--- src/rtl/dmsf_pkg.sv ---
// Shared types, character codes and wrapper text tables of the marker stream filter.
`timescale 1ns / 1ps

package dmsf_pkg;

  localparam int unsigned QueueDepth = 4;
  localparam logic [9:0] SplitLimitReset = 10'd512;

  localparam logic [7:0] CharCaret     = 8'h5E;
  localparam logic [7:0] CharLBracket  = 8'h5B;
  localparam logic [7:0] CharRBracket  = 8'h5D;
  localparam logic [7:0] CharLBrace    = 8'h7B;
  localparam logic [7:0] CharRBrace    = 8'h7D;
  localparam logic [7:0] CharLParen    = 8'h28;
  localparam logic [7:0] CharRParen    = 8'h29;
  localparam logic [7:0] CharBackslash = 8'h5C;
  localparam logic [7:0] CharQuote     = 8'h22;
  localparam logic [7:0] CharSpace     = 8'h20;

  localparam logic [2:0] StOk             = 3'd0;
  localparam logic [2:0] StBadMarker      = 3'd1;
  localparam logic [2:0] StBadBlockMarker = 3'd2;
  localparam logic [2:0] StStrayText      = 3'd3;
  localparam logic [2:0] StStrUnterm      = 3'd4;
  localparam logic [2:0] StLineUnterm     = 3'd5;
  localparam logic [2:0] StUnterm         = 3'd6;

  typedef enum logic [2:0] {
    TxtCheck,
    TxtBlock,
    TxtSep,
    TxtClose,
    TxtDoc,
    TxtOpen,
    TxtSplit,
    TxtLineEnd
  } txt_id_e;

  typedef struct packed {
    logic [7:0] in_byte;
    logic       end_of_input;
  } in_item_t;

  typedef struct packed {
    logic [7:0] out_byte;
    logic       byte_valid;
    logic [2:0] status;
    logic       last;
  } out_item_t;

  typedef struct packed {
    logic       has_text;
    txt_id_e    text_id;
    logic       has_char;
    logic [7:0] char_byte;
    logic       has_split;
  } cmd_t;

  typedef struct packed {
    logic [3:0] count;
    logic       has_status;
    logic [2:0] status;
  } grp_t;

  typedef struct packed {
    logic cmd_push;
    cmd_t cmd;
    logic grp_push;
    grp_t grp;
  } push_req_t;

  typedef struct packed {
    logic cmd_full;
    logic grp_full;
  } q_full_t;

  typedef struct packed {
    logic cmd_valid;
    cmd_t cmd;
    logic grp_valid;
    grp_t grp;
  } deq_view_t;

  typedef struct packed {
    logic cmd_pop;
    logic grp_pop;
  } deq_pop_t;

  localparam logic [103:0] StrCheck   = "(doc-check\n";
  localparam logic [103:0] StrBlock   = "(doc-block (\n";
  localparam logic [103:0] StrSep     = "\n)\n(\n";
  localparam logic [103:0] StrClose   = "))\n";
  localparam logic [103:0] StrDoc     = "docstring\n";
  localparam logic [103:0] StrOpen    = "\nstring ";
  localparam logic [103:0] StrSplit   = "\"\nstring \"";
  localparam logic [103:0] StrLineEnd = "\n)\n";

  function automatic logic [3:0] txt_len(txt_id_e id);
    logic [3:0] n;
    case (id)
      TxtCheck:   n = 4'd11;
      TxtBlock:   n = 4'd13;
      TxtSep:     n = 4'd5;
      TxtClose:   n = 4'd3;
      TxtDoc:     n = 4'd10;
      TxtOpen:    n = 4'd8;
      TxtSplit:   n = 4'd10;
      TxtLineEnd: n = 4'd3;
      default:    n = 4'd0;
    endcase
    return n;
  endfunction

  function automatic logic [103:0] txt_str(txt_id_e id);
    logic [103:0] s;
    case (id)
      TxtCheck:   s = StrCheck;
      TxtBlock:   s = StrBlock;
      TxtSep:     s = StrSep;
      TxtClose:   s = StrClose;
      TxtDoc:     s = StrDoc;
      TxtOpen:    s = StrOpen;
      TxtSplit:   s = StrSplit;
      TxtLineEnd: s = StrLineEnd;
      default:    s = '0;
    endcase
    return s;
  endfunction

  function automatic logic [7:0] txt_char(txt_id_e id, logic [3:0] idx);
    logic [103:0] s;
    logic [3:0]   pos;
    s   = txt_str(id);
    pos = txt_len(id) - 4'd1 - idx;
    return s[{pos, 3'b000} +: 8];
  endfunction

endpackage

--- src/rtl/dmsf_fifo.sv ---
// Small first-in first-out queue of packed words between the front and back parts.
`timescale 1ns / 1ps

module dmsf_fifo #(
  parameter int unsigned Width = 8,
  parameter int unsigned Depth = dmsf_pkg::QueueDepth
) (
  input  logic             clk_i,
  input  logic             rst_ni,
  input  logic             push_i,
  input  logic [Width-1:0] data_i,
  input  logic             pop_i,
  output logic [Width-1:0] data_o,
  output logic             valid_o,
  output logic             full_o
);

  localparam int unsigned PtrW = (Depth > 1) ? $clog2(Depth) : 1;
  localparam int unsigned CntW = $clog2(Depth + 1);

  logic [Width-1:0] mem_q [Depth];
  logic [PtrW-1:0]  wr_ptr_q, wr_ptr_d;
  logic [PtrW-1:0]  rd_ptr_q, rd_ptr_d;
  logic [CntW-1:0]  cnt_q, cnt_d;

  function automatic logic [PtrW-1:0] ptr_inc(logic [PtrW-1:0] p);
    return (p == PtrW'(Depth - 1)) ? '0 : p + PtrW'(1);
  endfunction

  always_comb begin
    wr_ptr_d = push_i ? ptr_inc(wr_ptr_q) : wr_ptr_q;
    rd_ptr_d = pop_i ? ptr_inc(rd_ptr_q) : rd_ptr_q;
    cnt_d    = cnt_q + CntW'(push_i) - CntW'(pop_i);
  end

  always_ff @(posedge clk_i or negedge rst_ni) begin
    if (!rst_ni) begin
      wr_ptr_q <= '0;
      rd_ptr_q <= '0;
      cnt_q    <= '0;
    end else begin
      wr_ptr_q <= wr_ptr_d;
      rd_ptr_q <= rd_ptr_d;
      cnt_q    <= cnt_d;
    end
  end

  always_ff @(posedge clk_i) begin
    if (push_i) begin
      mem_q[wr_ptr_q] <= data_i;
    end
  end

  assign data_o  = mem_q[rd_ptr_q];
  assign valid_o = (cnt_q != '0);
  assign full_o  = (cnt_q == CntW'(Depth));

endmodule

--- src/rtl/dmsf_front.sv ---
// Front part: parses input bytes, holds the split limit and queues emit commands and groups.
`timescale 1ns / 1ps

module dmsf_front (
  input  logic                clk_i,
  input  logic                rst_ni,
  input  logic                in_valid_i,
  output logic                in_stall_o,
  input  dmsf_pkg::in_item_t  in_data_i,
  input  logic                cfg_valid_i,
  output logic                cfg_ready_o,
  input  logic [9:0]          cfg_data_i,
  input  dmsf_pkg::q_full_t   q_full_i,
  output dmsf_pkg::push_req_t push_o
);

  localparam logic [3:0] SSkip      = 4'd0;
  localparam logic [3:0] SSkipMark  = 4'd1;
  localparam logic [3:0] SBlock     = 4'd2;
  localparam logic [3:0] SBlockMark = 4'd3;
  localparam logic [3:0] SStrDrop   = 4'd4;
  localparam logic [3:0] SStrSkip   = 4'd5;
  localparam logic [3:0] SStrIn     = 4'd6;
  localparam logic [3:0] SStrEsc    = 4'd7;
  localparam logic [3:0] SStrExit   = 4'd8;
  localparam logic [3:0] SLineDrop  = 4'd9;
  localparam logic [3:0] SLineBody  = 4'd10;
  localparam logic [3:0] SHalt      = 4'd11;

  logic [3:0]  state_q, state_d;
  logic        cookie_q, cookie_d;
  logic [10:0] chunk_q, chunk_d;
  logic [2:0]  wait_q, wait_d;
  logic [9:0]  split_limit_q;

  logic [7:0]     c;
  logic           accept;
  logic [10:0]    chunk_n;
  logic           split_n;
  logic           has_status;
  logic [2:0]     status;
  dmsf_pkg::cmd_t cmd;
  logic [4:0]     pushed;
  logic [4:0]     total;
  logic [4:0]     room;
  logic [4:0]     emit;

  assign c           = in_data_i.in_byte;
  assign in_stall_o  = q_full_i.cmd_full || q_full_i.grp_full;
  assign accept      = in_valid_i && !in_stall_o;
  assign cfg_ready_o = 1'b1;

  always_comb begin
    state_d    = state_q;
    cookie_d   = cookie_q;
    chunk_d    = chunk_q;
    cmd        = '0;
    has_status = 1'b0;
    status     = dmsf_pkg::StOk;
    chunk_n    = chunk_q + 11'd1;
    split_n    = (chunk_n >= {1'b0, split_limit_q});

    if (state_q != SHalt) begin
      if (in_data_i.end_of_input) begin
        has_status = 1'b1;
        case (state_q)
          SSkip:                      status = dmsf_pkg::StOk;
          SStrSkip, SStrIn, SStrEsc:  status = dmsf_pkg::StStrUnterm;
          SLineBody:                  status = dmsf_pkg::StLineUnterm;
          default:                    status = dmsf_pkg::StUnterm;
        endcase
      end else begin
        case (state_q)
          SSkip: begin
            if (c == dmsf_pkg::CharCaret) begin
              if (cookie_q) begin
                state_d  = SSkipMark;
                cookie_d = 1'b0;
              end else begin
                cookie_d = 1'b1;
              end
            end else if (c != dmsf_pkg::CharSpace) begin
              cookie_d = 1'b0;
            end
          end
          SSkipMark: begin
            if (c == dmsf_pkg::CharLBracket) begin
              cmd.has_text = 1'b1;
              cmd.text_id  = dmsf_pkg::TxtCheck;
              state_d      = SLineDrop;
            end else if (c == dmsf_pkg::CharLBrace) begin
              cmd.has_text = 1'b1;
              cmd.text_id  = dmsf_pkg::TxtBlock;
              state_d      = SBlock;
            end else begin
              has_status = 1'b1;
              status     = dmsf_pkg::StBadMarker;
            end
          end
          SBlock: begin
            if (c == dmsf_pkg::CharCaret) begin
              if (cookie_q) begin
                cmd.has_text = 1'b1;
                cmd.text_id  = dmsf_pkg::TxtSep;
                state_d      = SBlockMark;
                cookie_d     = 1'b0;
              end else begin
                cookie_d = 1'b1;
              end
            end else begin
              if (c != dmsf_pkg::CharSpace) begin
                cookie_d = 1'b0;
              end
              cmd.has_char  = 1'b1;
              cmd.char_byte = c;
            end
          end
          SBlockMark: begin
            if (c == dmsf_pkg::CharLParen) begin
              state_d = SStrDrop;
            end else if (c == dmsf_pkg::CharSpace) begin
              state_d = SBlock;
            end else if (c == dmsf_pkg::CharRBrace) begin
              cmd.has_text = 1'b1;
              cmd.text_id  = dmsf_pkg::TxtClose;
              state_d      = SSkip;
            end else begin
              has_status = 1'b1;
              status     = dmsf_pkg::StBadBlockMarker;
            end
          end
          SStrDrop: begin
            cmd.has_text = 1'b1;
            cmd.text_id  = dmsf_pkg::TxtDoc;
            chunk_d      = '0;
            state_d      = SStrSkip;
          end
          SStrSkip: begin
            if (c == dmsf_pkg::CharQuote) begin
              cmd.has_text  = 1'b1;
              cmd.text_id   = dmsf_pkg::TxtOpen;
              cmd.has_char  = 1'b1;
              cmd.char_byte = c;
              cmd.has_split = (split_limit_q <= 10'd1);
              chunk_d       = cmd.has_split ? 11'd0 : 11'd1;
              state_d       = SStrIn;
            end else if (c == dmsf_pkg::CharRParen) begin
              state_d = SStrExit;
            end else if (!(c inside {8'h20, [8'h09:8'h0D]})) begin
              has_status = 1'b1;
              status     = dmsf_pkg::StStrayText;
            end
          end
          SStrIn: begin
            cmd.has_char  = 1'b1;
            cmd.char_byte = c;
            if (c == dmsf_pkg::CharBackslash) begin
              chunk_d = chunk_n;
              state_d = SStrEsc;
            end else if (c == dmsf_pkg::CharQuote) begin
              state_d = SStrSkip;
            end else begin
              cmd.has_split = split_n;
              chunk_d       = split_n ? 11'd0 : chunk_n;
            end
          end
          SStrEsc: begin
            cmd.has_char  = 1'b1;
            cmd.char_byte = c;
            cmd.has_split = split_n;
            chunk_d       = split_n ? 11'd0 : chunk_n;
            state_d       = SStrIn;
          end
          SStrExit: state_d = SBlock;
          SLineDrop: state_d = SLineBody;
          SLineBody: begin
            if (c == dmsf_pkg::CharRBracket) begin
              cmd.has_text = 1'b1;
              cmd.text_id  = dmsf_pkg::TxtLineEnd;
              state_d      = SSkip;
            end else begin
              cmd.has_char  = 1'b1;
              cmd.char_byte = c;
            end
          end
          default: state_d = state_q;
        endcase
      end
      if (has_status) begin
        state_d = SHalt;
      end
    end

    pushed = (cmd.has_text ? {1'b0, dmsf_pkg::txt_len(cmd.text_id)} : 5'd0)
           + {4'd0, cmd.has_char}
           + (cmd.has_split ? {1'b0, dmsf_pkg::txt_len(dmsf_pkg::TxtSplit)} : 5'd0);
    total  = {2'b00, wait_q} + pushed;
    room   = has_status ? 5'd11 : 5'd12;
    emit   = (total < room) ? total : room;
    wait_d = 3'(total - emit);
  end

  always_comb begin
    push_o.cmd_push       = accept && (pushed != 5'd0);
    push_o.cmd            = cmd;
    push_o.grp_push       = accept && ((emit != 5'd0) || has_status);
    push_o.grp.count      = emit[3:0];
    push_o.grp.has_status = has_status;
    push_o.grp.status     = status;
  end

  always_ff @(posedge clk_i or negedge rst_ni) begin
    if (!rst_ni) begin
      state_q       <= SSkip;
      cookie_q      <= 1'b0;
      chunk_q       <= '0;
      wait_q        <= '0;
      split_limit_q <= dmsf_pkg::SplitLimitReset;
    end else begin
      if (accept) begin
        state_q  <= state_d;
        cookie_q <= cookie_d;
        chunk_q  <= chunk_d;
        wait_q   <= wait_d;
      end
      if (cfg_valid_i && cfg_ready_o) begin
        split_limit_q <= cfg_data_i;
      end
    end
  end

endmodule

--- src/rtl/dmsf_back.sv ---
// Back part: expands queued commands into bytes, groups them and drives the output register.
`timescale 1ns / 1ps

module dmsf_back (
  input  logic                clk_i,
  input  logic                rst_ni,
  input  dmsf_pkg::deq_view_t deq_i,
  output dmsf_pkg::deq_pop_t  pop_o,
  output logic                out_valid_o,
  input  logic                out_stall_i,
  output dmsf_pkg::out_item_t out_data_o
);

  localparam logic [1:0] PhText  = 2'd0;
  localparam logic [1:0] PhChar  = 2'd1;
  localparam logic [1:0] PhSplit = 2'd2;

  logic [1:0] phase_q, phase_d;
  logic [3:0] idx_q, idx_d;
  logic [3:0] sent_q, sent_d;
  logic       out_valid_q;
  dmsf_pkg::out_item_t out_q;

  logic [1:0]          eff;
  dmsf_pkg::txt_id_e   cur_txt;
  logic [7:0]          cur_byte;
  logic                idx_last;
  logic                done;
  logic                load;
  logic                bytes_left;
  logic                grp_last_byte;
  logic                fire_byte;
  logic                fire_status;
  dmsf_pkg::out_item_t item;

  always_comb begin
    if (phase_q == PhText && deq_i.cmd.has_text) begin
      eff = PhText;
    end else if (phase_q != PhSplit && deq_i.cmd.has_char) begin
      eff = PhChar;
    end else begin
      eff = PhSplit;
    end
    cur_txt  = (eff == PhSplit) ? dmsf_pkg::TxtSplit : deq_i.cmd.text_id;
    cur_byte = (eff == PhChar) ? deq_i.cmd.char_byte : dmsf_pkg::txt_char(cur_txt, idx_q);
    idx_last = (idx_q == dmsf_pkg::txt_len(cur_txt) - 4'd1);
    done = (eff == PhText && idx_last && !deq_i.cmd.has_char && !deq_i.cmd.has_split)
        || (eff == PhChar && !deq_i.cmd.has_split)
        || (eff == PhSplit && idx_last);

    load          = !out_valid_q || !out_stall_i;
    bytes_left    = (sent_q != deq_i.grp.count);
    grp_last_byte = (sent_q + 4'd1 == deq_i.grp.count);
    fire_byte     = load && deq_i.grp_valid && bytes_left && deq_i.cmd_valid;
    fire_status   = load && deq_i.grp_valid && !bytes_left;

    pop_o.cmd_pop = fire_byte && done;
    pop_o.grp_pop = (fire_byte && grp_last_byte && !deq_i.grp.has_status) || fire_status;

    if (done) begin
      phase_d = PhText;
      idx_d   = '0;
    end else if (eff == PhText && idx_last) begin
      phase_d = PhChar;
      idx_d   = '0;
    end else if (eff == PhChar) begin
      phase_d = PhSplit;
      idx_d   = '0;
    end else begin
      phase_d = eff;
      idx_d   = idx_q + 4'd1;
    end

    if (pop_o.grp_pop) begin
      sent_d = '0;
    end else if (fire_byte) begin
      sent_d = sent_q + 4'd1;
    end else begin
      sent_d = sent_q;
    end

    if (fire_status) begin
      item.out_byte   = 8'd0;
      item.byte_valid = 1'b0;
      item.status     = deq_i.grp.status;
      item.last       = 1'b1;
    end else begin
      item.out_byte   = cur_byte;
      item.byte_valid = 1'b1;
      item.status     = dmsf_pkg::StOk;
      item.last       = grp_last_byte && !deq_i.grp.has_status;
    end
  end

  always_ff @(posedge clk_i or negedge rst_ni) begin
    if (!rst_ni) begin
      phase_q     <= PhText;
      idx_q       <= '0;
      sent_q      <= '0;
      out_valid_q <= 1'b0;
    end else begin
      if (fire_byte) begin
        phase_q <= phase_d;
        idx_q   <= idx_d;
      end
      sent_q <= sent_d;
      if (load) begin
        out_valid_q <= fire_byte || fire_status;
      end
    end
  end

  always_ff @(posedge clk_i) begin
    if (fire_byte || fire_status) begin
      out_q <= item;
    end
  end

  assign out_valid_o = out_valid_q;
  assign out_data_o  = out_q;

endmodule

--- src/rtl/doc_marker_stream_filter_top.sv ---
// Top level of the marker stream filter: front parser, cmd and grp queues and back emitter.
// The first result of an input transfer passes the queues and then the output register.
// Throughput: one input transfer per cycle while each causes at most one output byte and
// out_stall_i is low. Wrapper text leaves at one byte per cycle while out_stall_i is low.
// Reset is asynchronous and active low; it restores the split limit of 512 and empties all
// queues, with no clearing pass. Input stalls once a queue of QueueDepth fills.
`timescale 1ns / 1ps

module doc_marker_stream_filter_top #(
  parameter int unsigned QueueDepth = dmsf_pkg::QueueDepth
) (
  input  logic                clk_i,
  input  logic                rst_ni,
  input  logic                in_valid_i,
  output logic                in_stall_o,
  input  dmsf_pkg::in_item_t  in_data_i,
  output logic                out_valid_o,
  input  logic                out_stall_i,
  output dmsf_pkg::out_item_t out_data_o,
  input  logic                cfg_valid_i,
  output logic                cfg_ready_o,
  input  logic [9:0]          cfg_data_i
);

  localparam int unsigned CmdW = $bits(dmsf_pkg::cmd_t);
  localparam int unsigned GrpW = $bits(dmsf_pkg::grp_t);

  dmsf_pkg::push_req_t push;
  dmsf_pkg::q_full_t   q_full;
  dmsf_pkg::deq_view_t deq;
  dmsf_pkg::deq_pop_t  pop;
  logic [CmdW-1:0]     cmd_head;
  logic [GrpW-1:0]     grp_head;

  dmsf_front u_front (
    .clk_i       (clk_i),
    .rst_ni      (rst_ni),
    .in_valid_i  (in_valid_i),
    .in_stall_o  (in_stall_o),
    .in_data_i   (in_data_i),
    .cfg_valid_i (cfg_valid_i),
    .cfg_ready_o (cfg_ready_o),
    .cfg_data_i  (cfg_data_i),
    .q_full_i    (q_full),
    .push_o      (push)
  );

  dmsf_fifo #(
    .Width (CmdW),
    .Depth (QueueDepth)
  ) u_cmd_fifo (
    .clk_i   (clk_i),
    .rst_ni  (rst_ni),
    .push_i  (push.cmd_push),
    .data_i  (push.cmd),
    .pop_i   (pop.cmd_pop),
    .data_o  (cmd_head),
    .valid_o (deq.cmd_valid),
    .full_o  (q_full.cmd_full)
  );

  dmsf_fifo #(
    .Width (GrpW),
    .Depth (QueueDepth)
  ) u_grp_fifo (
    .clk_i   (clk_i),
    .rst_ni  (rst_ni),
    .push_i  (push.grp_push),
    .data_i  (push.grp),
    .pop_i   (pop.grp_pop),
    .data_o  (grp_head),
    .valid_o (deq.grp_valid),
    .full_o  (q_full.grp_full)
  );

  assign deq.cmd = dmsf_pkg::cmd_t'(cmd_head);
  assign deq.grp = dmsf_pkg::grp_t'(grp_head);

  dmsf_back u_back (
    .clk_i       (clk_i),
    .rst_ni      (rst_ni),
    .deq_i       (deq),
    .pop_o       (pop),
    .out_valid_o (out_valid_o),
    .out_stall_i (out_stall_i),
    .out_data_o  (out_data_o)
  );

endmodule

--- config.mk ---
export PLATFORM = sky130hd
export DESIGN_NAME = doc_marker_stream_filter_top
export DESIGN_NICKNAME = d
export VERILOG_FILES = /design/src/rtl/dmsf_pkg.sv /design/src/rtl/dmsf_fifo.sv /design/src/rtl/dmsf_front.sv /design/src/rtl/dmsf_back.sv /design/src/rtl/doc_marker_stream_filter_top.sv
export SDC_FILE = /design/constraint.sdc
export NUM_CORES = 1
export LEC_CHECK = 0
export ABC_AREA = 1
export ABC_CLOCK_PERIOD_IN_PS = 6900
export BUFFER_PORTS_ARGS = -buffer_cell sky130_fd_sc_hd__buf_2
export CORE_ASPECT_RATIO = 1.25
export CORE_UTILIZATION = 52
export DETAILED_ROUTE_END_ITERATION = 12
export PLACE_DENSITY = 0.81
export SYNTH_ARGS = -nofsm -noshare
export SYNTH_HDL_FRONTEND = slang
export SYNTH_HIERARCHICAL = 1
export SYNTH_SLANG_ARGS = --single-unit
--- constraint.sdc ---
create_clock -name clk_i -period 6.9 [get_ports clk_i]
set_input_delay 0 -clock clk_i [delete_from_list [all_inputs] [get_ports clk_i]]
set_output_delay 0 -clock clk_i [all_outputs]
set_load 0.01 [all_outputs]
==> out/summary.txt <==
final total power -> 6.12 mW
unrepaired setup endpoints after global routing -> false
area delta synth->final -> 11.7%
final instance area -> 11,400 um2
maximum clock rate -> 168 MHz
syn avg cell area -> 8.26 um2
Leakage Power -> 5.68 nW
worst-path fanout max -> 9
Tcrit/Tclk final -> 86.1%
Die X -> 128 um
fraction of layout cells with a size suffix above 1 -> 15.1%
number of synthesized register bits -> 155
post-route minimum period -> 5.94 ns
crit path kind -> register to register
Setup TNS -> 0 ns
Post-Syn Area -> 10,200 um2
Post-synth EDFFs -> 101
# rows -> 57
Placed Instance Area -> 10,600 um2
vias in the first global route -> 8,113
initial antenna violation count -> 0
# DRC -> 0
Max H-tree Level -> 4
outcome -> complete, no violations
Post-Synth Simple-Gate Area -> 29.7%
DR vias/cell -> 5.24
max-slew violations -> 0
CP peak stage delay -> 0.64 ns
synth warn -> 6
Crit-path slowest cell -> fa_1
ant diodes -> 0
all-layer global routing usage -> 23.6%
Post-synth top flop -> edfxtp_1
Final setup viols -> 0
Hold Crit Class -> input pin to register
dpl hpwl -> 16,000 um
Cells after Synth -> 1,241
I/O Buffers -> 38
Hold Vio Cnt, Final -> 0
TritonCTS clock tree -> built
DR vias -> 8,263
Worst-path clk slew -> 0.07 ns
Rel. slew slack -> 47.2%
Die Ht -> 159 um
post-CTS resize count -> 0
Iter 0 DRT Violations -> 575
Worst Path Arrival -> 6.31 ns
first-pass GRT wire length -> 37,800 um
initial cell density of the core -> 52.8%
most frequent CP cell -> nand2_1
clk buf depth -> 2
xor and xnor area share after synthesis -> 2.30%
worst-margin pin slew -> 0.790 ns
CP endpoint kind -> register
Peak VDD IR -> 0.333 mV
Worst Hold Path Cells -> 3
# Max-Cap Violations -> 0
Reg2Reg Depth -> 31
pwr/cell area -> 535 nW/um2
RD Place Congestion -> 0.976
Detail Route Antenna Nets -> 0
Layout Nets -> 1,375
largest family of logic cells by synthesized area -> simple AND/OR/NAND/NOR gates
clk root buf -> clkbuf_16
Compound-Gate Fraction of Synth Area -> 6.79%
DR pass1 iterations -> 5
syn nets -> 1,316
fraction of synthesized area in multiplexers -> 0.110%
DR WL/cell -> 14.5 um
clk_lat worst skew -> 0.42 ns
CP required -> 7.27 ns
FFs w/ async S/R, synth -> 34.8%
clk sinks -> 155
Adder-Cell Fraction of Synth Area -> 6.67%
element type at the critical path start -> register
die area -> 20,300 um2
Overflow after GRT -> 0
largest net degree at the start of global routing -> 55
Yosys cell types -> 62
drt total wl -> 22,900 um
CORE AREA -> 19,400 um2
skew final -> 0.00791 ns
I/O pin cnt -> 40
register area share after synthesis -> 42.8%
Inserted Clock Buffers -> 17
-- worst max-delay path, delay by kind of cell (launching register included) --
kind	cells	cell delay [ns]
and+or+nand+nor	15	1.68
DFF	1	0.42
adders and majority gates	6	2.29
buffers and inverters	4	0.31
xor gates and xnor gates	2	0.55
AOI/OAI and AO/OA	4	0.60
-- per-stage QoR --
step | utilization (%) | hold slack, ns | worst slack [ns] | instances
CTS | 59.0 | 0.0125 | 0.995 | 1578
finish | 59.0 | 0.0319 | 0.958 | 1578
global route | 59.0 | 0.0288 | 0.437 | 1578
floorplan | - | -0.296 | 1.64 | 1241
global placement | 54.5 | 0.189 | 1.23 | 1516
detailed placement | 54.5 | 0.191 | 1.05 | 1516
-- cell families (layout without fill, tap and decap cells) --
| group | after synthesis | after routing |
|---|---|---|
| AO/OA/AOI/OAI | 119 | 119 |
| XOR/XNOR | 23 | 23 |
| adder cells (fa/ha/maj) | 51 | 51 |
| buffers and inverters | 287 | 359 |
| flip-flops | 155 | 155 |
| multiplexers | 1 | 1 |
| other | 1 | 1 |
| AND/OR/NAND/NOR | 604 | 604 |
-- repair_timing --
item	in CTS	in global routing
hold endpoints to repair	64	0
hold buffers	30	0
setup buffers	0	0
-- layer usage --
metal	up-vias	wire length (um)	global-route usage, %
met2	291	11700	41.9
met5	-	0	0
li1	4078	-	-
met4	0	835	12.0
met1	3826	9420	27.9
met3	68	945	2.92
-- synthesized netlist by cell type, drive strengths merged, types with 9 or more instances --
cell type / instances / share of area (%)
a21oi: 29 / 1.6
buf: 21 / 1.7
clkbuf: 9 / 0.33
dfrtp: 53 / 13
edfxtp: 101 / 30
ha: 45 / 5.5
inv: 254 / 9.4
nand2: 347 / 15
nand3: 119 / 6.4
nand4: 24 / 1.9
nor2: 83 / 4.1
nor3: 13 / 0.84
o211ai: 9 / 0.71
o21ai: 64 / 3.2
xor2: 20 / 2.0
-- layout make-up --
type                            instances  area, um2
Clock buffer                           18        429
Inverter                              257        987
Clock inverter                         14        140
Tap cell                              265        332
Sequential cell                       155       4390
Fill cell                            1638       7950
Multi-Input combinational cell        799       4670
Timing Repair Buffer                   70        505
-- placed cells by master (no fill, tap or decap), drive strengths merged, types with 4 or more instances in the layout --
| cell type | netlist | final |
|---|---|---|
| nor4 | 4 | 4 |
| nand2 | 347 | 347 |
| ha | 45 | 45 |
| dfrtp | 53 | 53 |
| o211ai | 9 | 9 |
| nand3 | 119 | 119 |
| nor3 | 13 | 13 |
| a21oi | 29 | 29 |
| clkinv | 3 | 8 |
| or2 | 5 | 5 |
| nand3b | 5 | 5 |
| nand4 | 24 | 24 |
| fa | 6 | 6 |
| xor2 | 20 | 20 |
| a31oi | 6 | 6 |
| buf | 21 | 40 |
| inv | 254 | 259 |
| nor2 | 83 | 83 |
| dlygate4sd3 | 0 | 30 |
| edfxtp | 101 | 101 |
| o21ai | 64 | 64 |
| clkbuf | 9 | 18 |
-- final timing paths --
kind | slack, ns | startpoint | to
min in group asynchronous | 0.26 | rst_ni | u_grp_fifo/rd_ptr_q[0]$_DFFE_PN0P_
max reg2reg | 0.96 | u_front/chunk_q[0]$_DFFE_PN0P_ | u_grp_fifo/cnt_q[2]$_DFF_PN0_
min | 0.03 | in_data_i[8] | u_cmd_fifo/mem_q[2][8]$_DFFE_PP_
max in group asynchronous | 6.14 | rst_ni | u_front/chunk_q[5]$_DFFE_PN0P_
max | 0.96 | u_front/chunk_q[0]$_DFFE_PN0P_ | u_grp_fifo/cnt_q[2]$_DFF_PN0_
min reg2reg | 0.51 | u_front/wait_q[0]$_DFFE_PN0P_ | u_front/wait_q[0]$_DFFE_PN0P_
-- flip-flops by register name (all words and copies together) (netlist names) --
| register | flops |
|---|---|
| u_back/out_valid_o | 1 |
| u_grp_fifo/wr_ptr_q | 2 |
| u_cmd_fifo/cnt_q | 3 |
| u_back/phase_q | 2 |
| u_back/idx_q | 4 |
| u_front/split_limit_q | 10 |
| u_front/wait_q | 3 |
| u_front/cookie_q | 1 |
| u_grp_fifo/mem_q | 32 |
| u_cmd_fifo/rd_ptr_q | 2 |
| u_grp_fifo/rd_ptr_q | 2 |
| u_cmd_fifo/wr_ptr_q | 2 |
| u_grp_fifo/cnt_q | 3 |
| u_cmd_fifo/mem_q | 56 |
| u_front/state_q | 4 |
| u_back/out_data_o | 13 |
| u_front/chunk_q | 11 |
| u_back/sent_q | 4 |
-- where the power goes --
group / internal, mW / switching [mW] / leakage [nW]
sequential: 1.31 / 0.157 / 1.63
clock: 0.505 / 0.389 / 0.269
combinational: 1.20 / 2.55 / 3.78
Power figures use the tool's default switching activity.
